$ cat src/nlt_pkg.sv
// ----------------------------------------------------------------------------
// nlt_pkg
// types and constants shared by the neighbor liveness table
// ----------------------------------------------------------------------------
`default_nettype none
package nlt_pkg;
    localparam int unsigned MaxNeighborsDefault = 32;
    localparam int unsigned WarnReset   = 360000;
    localparam int unsigned DetectReset = 540000;

    typedef enum logic [1:0] {
        FUNC_HEARD = 2'd0,
        FUNC_SCAN  = 2'd1,
        FUNC_QADDR = 2'd2,
        FUNC_QIDX  = 2'd3
    } t_func;

    typedef enum logic [1:0] {
        CFG_WARN   = 2'd0,
        CFG_DETECT = 2'd1
    } t_cfg_idx;

    typedef enum logic [1:0] {
        ST_IDLE = 2'd0,
        ST_RUN  = 2'd1,
        ST_HOLD = 2'd2
    } t_state;

    // token that walks down the cell chain
    typedef struct packed {
        logic        vld;
        t_func       func;
        logic [15:0] addr;
        logic [4:0]  idx;
        logic [31:0] now;
        logic        hit;
        logic        failed;
        logic [1:0]  missed;
        logic [31:0] silence;
        logic [15:0] addr_out;
        logic [5:0]  count;
        logic        new_entry;
    } t_token;
endpackage
`default_nettype wire

$ cat src/nlt_cell.sv
// ----------------------------------------------------------------------------
// nlt_cell
// one table entry plus one stage of the token chain
// ----------------------------------------------------------------------------
`default_nettype none
module nlt_cell #(
    parameter int unsigned MAX_NEIGHBORS = nlt_pkg::MaxNeighborsDefault,
    parameter int unsigned IDX = 0,
    localparam int unsigned CW = $clog2(MAX_NEIGHBORS + 1)
) (
    input  wire logic            i_clk,
    input  wire logic            i_rst_n,
    input  wire logic [CW-1:0]   i_used,
    input  wire logic [31:0]     i_warn,
    input  wire logic [31:0]     i_detect,
    input  wire nlt_pkg::t_token i_tok,
    output nlt_pkg::t_token      o_tok
);
    localparam logic [CW-1:0] MyIdx = CW'(IDX);

    logic [15:0] r_addr, n_addr;
    logic [31:0] r_last, n_last;
    logic [1:0]  r_missed, n_missed;
    logic        r_failed, n_failed;
    nlt_pkg::t_token n_tok;
    logic        in_use, tail;
    logic [31:0] silence;

    assign in_use  = MyIdx < i_used;
    assign tail    = MyIdx == i_used;
    assign silence = i_tok.now - r_last;

    always_comb begin
        n_tok    = i_tok;
        n_addr   = r_addr;
        n_last   = r_last;
        n_missed = r_missed;
        n_failed = r_failed;
        if (i_tok.vld) begin
            unique case (i_tok.func)
                nlt_pkg::FUNC_HEARD: begin
                    if (in_use && !i_tok.hit && r_addr == i_tok.addr) begin
                        n_last    = i_tok.now;
                        n_missed  = 2'd0;
                        n_failed  = 1'b0;
                        n_tok.hit = 1'b1;
                    end else if (tail && !i_tok.hit) begin
                        n_addr          = i_tok.addr;
                        n_last          = i_tok.now;
                        n_missed        = 2'd0;
                        n_failed        = 1'b0;
                        n_tok.new_entry = 1'b1;
                    end
                end
                nlt_pkg::FUNC_SCAN: begin
                    if (in_use && r_addr != 16'd0 && r_last != 32'd0) begin
                        if (silence > i_warn && silence < i_detect && r_missed == 2'd0)
                            n_missed = 2'd1;
                        if (silence > i_detect && !r_failed) begin
                            n_missed    = 2'd2;
                            n_failed    = 1'b1;
                            n_tok.count = i_tok.count + 6'd1;
                        end
                    end
                end
                nlt_pkg::FUNC_QADDR: begin
                    if (in_use && !i_tok.hit && r_addr == i_tok.addr) begin
                        n_tok.hit     = 1'b1;
                        n_tok.failed  = r_failed;
                        n_tok.missed  = r_missed;
                        n_tok.silence = silence;
                    end
                end
                nlt_pkg::FUNC_QIDX: begin
                    if (in_use && 32'(IDX) == 32'(i_tok.idx))
                        n_tok.addr_out = r_addr;
                end
                default: ;
            endcase
        end
    end

    always_ff @(posedge i_clk) begin
        r_addr   <= n_addr;
        r_last   <= n_last;
        r_missed <= n_missed;
        r_failed <= n_failed;
        if (!i_rst_n) begin
            o_tok <= '0;
        end else begin
            o_tok <= n_tok;
        end
    end
endmodule
`default_nettype wire
$ cat config.mk
export PLATFORM = sky130hd
export DESIGN_NAME = nlt_cell
export DESIGN_NICKNAME = d
export VERILOG_FILES = /design/src/nlt_pkg.sv /design/src/nlt_cell.sv
export SDC_FILE = /design/constraint.sdc
export NUM_CORES = 1
export LEC_CHECK = 0
export BUFFER_PORTS_ARGS = -buffer_cell sky130_fd_sc_hd__buf_2
export CAP_MARGIN = 15
export CORE_AREA = 2 2 133 135
export CTS_CLUSTER_DIAMETER = 80
export DETAILED_ROUTE_END_ITERATION = 10
export DIE_AREA = 0 0 135 137
export PLACE_DENSITY = 0.86
export SLEW_MARGIN = 20
export SYNTH_ARGS = -nofsm -noshare
export SYNTH_HDL_FRONTEND = slang
export SYNTH_SLANG_ARGS = --single-unit
export TNS_END_PERCENT = 20
$ cat constraint.sdc
create_clock -name i_clk -period 7.1 [get_ports i_clk]
set_clock_uncertainty 0.15 [all_clocks]
set_input_delay 0.71 -clock i_clk [delete_from_list [all_inputs] [get_ports i_clk]]
set_output_delay 0.71 -clock i_clk [all_outputs]
set_load 0.02 [all_outputs]
# Word level (Yosys, flattened, before mapping)
# Cells that the tools add are included.
# W data, S select, Z words.
[word_totals]
reg_bits = 166
inputBits = 187
out_inout_bits = 115
elab_cells = 80
[op_classes]
muxes = 26
n_bitwise = 1
n_eq_ne = 8
add_sub_neg = 2
reduce_logical = 23
order_cmp = 4
[op_table]
columns = ["op", "count"]
rows = [
  ["$gt A32 B32 Y1", 2],
  ["$mux W32", 2],
  ["$mux W59", 1],
  ["$mux W36", 1],
  ["$mux W35", 1],
  ["$lt A32 B32 Y1", 1],
  ["$mux W16", 2],
  ["$reduce_bool A32 Y1", 1],
  ["$sub A32 B32 Y32", 1],
  ["$mux W6", 3],
  ["$eq A16 B16 Y1", 1],
  ["$reduce_bool A16 Y1", 1],
  ["$mux W2", 5],
  ["$reduce_and A5 Y1", 2],
  ["$logic_and A1 B1 Y1", 9],
  ["$mux W1", 8],
  ["$add A6 B1 Y6 const B", 1],
  ["$logic_not A6 Y1", 1],
  ["$lt A1 B6 Y1 const A", 1],
  ["$ne A3 B3 Y1 const B", 2],
  ["$logic_not A5 Y1", 1],
  ["$eq A2 B2 Y1 const B", 2],
  ["$logic_not A2 Y1", 2],
  ["$ne A2 B2 Y1 const B", 2],
  ["other kinds (8)", 11],
]

# Logic depth before layout (Yosys ltp)
[depth]
word_depth = 8
ltp_mapped = 19
ltp_nobuf = 19

# Worst setup path after synthesis
# OpenSTA, ideal clock, no wires.
[synth_timing]
kind = "input-to-reg"
start = "input i_tok[59] in the netlist's numbering"
end = "register o_tok[6] in the netlist's numbering"
t_required_ns = 6.878
path_slack_ns = 2.210
arrival_time_ns = 4.668
path_stages = 17
path_buffers = 0
cell_sequence = "inv_1 -> ha_1 -> inv_1 -> fa_1 -> a21o_1 -> a221o_1 -> a211oi_1 -> nor2_1 -> o221ai_1 -> o21ai_0 -> xor2_1 -> ha_1 -> nand4_1 -> nor4_1 -> o2111ai_1 -> a2111oi_0 -> mux2i_1"
[synth_between]
elab_chain_cells = 7
[synth_rtl]
columns = ["element", "line", "text"]
rows = [
  ["start: declaration", "nlt_cell.sv:16", "input wire nlt_pkg::t_token i_tok,"],
  ["$sub A32 B32 Y32", "nlt_cell.sv:31", "assign silence = i_tok.now - r_last;"],
  ["$gt A32 B32 Y1", "nlt_cell.sv:59", "if (silence > i_detect && !r_failed) begin"],
  ["$logic_and A1 B1 Y1", "nlt_cell.sv:59", ""],
  ["$mux W6", "nlt_cell.sv:59", ""],
  ["$mux W6", "nlt_cell.sv:56", "if (in_use && r_addr != 16'd0 && r_last != 32'd0) begin"],
  ["$mux W6", "nlt_cell.sv:40", "unique case (i_tok.func)"],
  ["$mux W59", "nlt_cell.sv:39", "if (i_tok.vld) begin"],
  ["end signal: assignment", "nlt_cell.sv:91", "o_tok <= n_tok;"],
  ["end: declaration", "nlt_cell.sv:17", "output nlt_pkg::t_token o_tok"],
]
# No other way between the ends.
# A chain may end at the register's enable or synchronous reset.

# Worst setup path after layout
[layout_timing]
start = "register r_last[0]"
end = "register o_tok[6] in the netlist's numbering"
[layout_between]
elab_chain_cells = 7
elab_cells_between_ends = 9
classes_between = "add/sub (1); order compare (1); mux (4); reduce/logical (3)"
[layout_rtl]
columns = ["element", "line", "text"]
rows = [
  ["start: declaration", "nlt_cell.sv:22", "logic [31:0] r_last, n_last;"],
  ["start signal: assignment", "nlt_cell.sv:85", "r_last <= n_last;"],
  ["$sub A32 B32 Y32", "nlt_cell.sv:31", ""],
  ["$gt A32 B32 Y1", "nlt_cell.sv:59", ""],
  ["$logic_and A1 B1 Y1", "nlt_cell.sv:59", ""],
  ["$mux W6", "nlt_cell.sv:59", ""],
  ["$mux W6 (*)", "nlt_cell.sv:56", ""],
  ["$mux W6 (*)", "nlt_cell.sv:40", ""],
  ["$mux W59 (*)", "nlt_cell.sv:39", ""],
]
# Mark *: on every way between the ends. The rest lies on a longest branch, timed or not.

==> flow_summary.toml <==
[sta]
rsz0062_at_grt = "false"
hold_viol_final = 0
drv_slew = 0
worst_slew_pin_slew_ps = 1000
setup_viol = 0
relSlewSlack_pct = 33.4
fin_ws_ps = 1550
fin_crit_ps = 5550
finalSetupTns_ps = 0
max_freq_mhz = 180
fin_crit_sh_pct = 78.2

[yosys]
syn_area_per_cell_sq_um = 9.31
synth.area.top_cells = "dfxtp_1 24%, edfxtp_1 16%, ha_1 13%"
yosys_most_used_dff = "dfxtp_1"
synthDominantCellAreaShare_pct = 24.3
netlist_instances = 1016
synth.net_count = 1300
syn_area_sq_mm = 0.00946
synth-seq-cells = 166
yosysSeqAreaShare_pct = 40.5
synth-warning-count = 0
synth_area_leader_cell = "dfxtp_1"
synth_edf_count = 51
ys_types = 63
synthArstFlopShare_pct = 0

[final_layout]
fin_nets = 1583
area_delta_synth_final_pct = 23.6
drive_gt1_share_pct = 26.7
fin_util_pct = 68.6

[global_routing]
grt_usage_pct = 28.9
antenna_found_initial = 1
grt_pass1_wl_microns = 41500
grt_pass1_vias = 8115
grt_max_degree = 141
grt_remaining_overflow = 0

[cts]
path_clk_slew_ps = 80
worstSkewPairLatency_ps = 430
cts_made_buffers = 17
cts_resized = 0
htreeDepth = 4
cts_tree = "yes"
cts_sinks = 166
cts-root-buf = "clkbuf_16"
ctsHoldBuffers = 0
clock_path_buffers = 2
cts_setup_buffers = 0

[routing]
drtPass1Iterations = 5
remaining_drc_errors = 0
wl_microns = 27400
antenna_left = 0
viasPerCell = 5.61
num_vias = 8627
wl_per_cell_microns = 17.8
drt_iter0_markers = 727

[power_and_ir_drop]
power.switching_mw = 0.738
pwr-share-clk_pct = 39.2
intPower_mw = 1.68
pwr-share-comb_pct = 18.5
p_per_area_mw_per_mm2 = 206
power_leakage_nw = 5.80
irDropWorstVdd_mv = 0.172
p_sw_share_pct = 30.6
finalPower_mw = 2.41
seq_power_share_pct = 42.2

[floorplanning]
die_h_microns = 137
ios = 302
core_sq_mm = 0.0171
dieArea_sq_mm = 0.0185
fp.dieW_microns = 135
fp-row-count = 48
start_util_pct = 55.5

[placement]
portBuffers = 301
gp_congestion = 1.01
dpl.hpwl_microns = 21200
post-place-ws_ps = 1290

[setup_path]
cp_slowest_cell = "nor4_1"
crit_chain = "ha_1 -> inv_1 -> fa_1 -> a21o_1 -> a221o_1 -> a211oi_1 -> nor2_1 -> o221ai_1 -> o21ai_0 -> xor2_1 -> ha_1 -> nand4_1 -> nor4_1 -> o2111ai_1 -> a2111oi_0 -> mux2i_1"
critPathArrivalTime_ps = 5760
cp-end-kind = "flop"
worstPathMaxFanout = 6
crit_type = "flop to flop"
cp-start-kind = "flop"
timing.critical_path.mode_cell = "ha_1"
cp.required_ps = 7320
cp_slowest_stage_delay_ps = 700

[job]
cap_violations = 0

[status]
status = "completed"

[hold_path]
hp-class = "primary input to flop"
==> registers in the layout, summed over array words and instances, names as in the netlist <==
signal	cells
o_tok	115
r_failed	1
r_missed	2
r_addr	16
r_last	32
==> cells in the mapped netlist (10+ instances only) <==
| master | n |
|---|---|
| dfxtp_1 | 115 |
| inv_1 | 110 |
| ha_1 | 96 |
| nand2_1 | 85 |
| and2_1 | 61 |
| a21oi_1 | 56 |
| edfxtp_1 | 51 |
| o21ai_0 | 33 |
| xnor2_1 | 28 |
| nand4_1 | 26 |
| nor2b_1 | 26 |
| clkbuf_1 | 25 |
| nand3_1 | 25 |
| nor2_1 | 25 |
| a21boi_0 | 22 |
| a21o_1 | 22 |
| mux2i_1 | 22 |
| nor4_1 | 19 |
| xor2_1 | 19 |
| o211ai_1 | 12 |
| nor3_1 | 11 |
| a31oi_1 | 10 |
| nand2b_1 | 10 |
==> cell usage in the layout, fill, tap and decap left out, drive strengths merged, types with 5 or more instances in the layout <==
master and instances:
ha 96, xor2 19, nand4 26, o21a 5
edfxtp 51, nor4 19, a21o 22, nand2 85
nor3 11, a21boi 22, o211ai 12, nor2b 26
a21oi 56, and3 9, mux2i 22, a211oi 9
a31oi 10, nand3 25, inv 121, dfxtp 115
o21ai 33, nand2b 10, nor2 25, a31o 6
xnor2 28, clkbuf 17, and2 61, buf 305
==> routing by layer <==
metal	up-vias	wire [microns]	global-route usage, %
li1	4151	-	-
met1	4024	11600	37.7
met2	388	12800	47.8
met3	64	2030	5.22
met4	0	937	11.6
met5	-	0	0
==> critical path, delay by kind of cell, from the launching register on <==
kind            cells  cell delay (ps)
compound gates      7             2510
fa+ha+maj           3              930
simple gates        3              930
flops               1              470
mux                 1              240
xor+xnor            1              190
buf+inv             1               60
==> layout make-up <==
| type | instances | area [sq um] |
|---|---|---|
| clock buffer | 17 | 425 |
| clock inverter | 15 | 176 |
| antenna | 2 | 5.00 |
| sequential | 166 | 3830 |
| tap | 225 | 282 |
| timing repair buffer | 305 | 1550 |
| multi-input combinational | 699 | 5010 |
| inverter | 110 | 413 |
| fill | 1345 | 5360 |
==> final timing paths <==
| check | from | endpoint | slack (ps) | cells after the start |
|---|---|---|---|---|
| worst max-delay path | r_last[0] | o_tok[6] | 1550 | 16 |
| worst min-delay path | i_tok[59] | r_last[0] | 330 | 1 |
| worst max register to register | r_last[0] | o_tok[6] | 1550 | 16 |
| worst min register to register | r_addr[11] | o_tok[18] | 440 | 2 |
==> power by group through the flow <==
stage | Clock (mW) | Sequential [mW] | Combinational [mW]
after floorplan | 0 | 1.09 | 0.231
after global placement | 0 | 1.04 | 0.424
after detailed placement | 0 | 1.04 | 0.438
after CTS | 0.952 | 1.02 | 0.442
after global routing | 0.993 | 1.02 | 0.493
final | 0.947 | 1.02 | 0.447
==> per-stage QoR <==
stage / instance area, sq um / instances / hold slack, ps
finish: 11700 / 1539 / 329
global route: 11700 / 1538 / 322
CTS: 11700 / 1536 / 316
detailed placement: 11100 / 1504 / 433
global placement: 11100 / 1504 / 425
floorplan: 9460 / 1016 / 381
==> cells by family (layout without fill, tap and decap cells) <==
logic type,count (synthesis),after routing,synth area share (%)
AO/OA/AOI/OAI,215,215,15.1
XOR/XNOR,47,47,4.35
adder cells (fa/ha/maj),97,97,12.9
buffers and inverters,151,447,6.69
flip-flops,166,166,40.5
multiplexers,22,22,2.33
other,0,2,0
AND/OR/NAND/NOR,318,318,18.1
No activity file was read; power rests on OpenSTA's default activity.
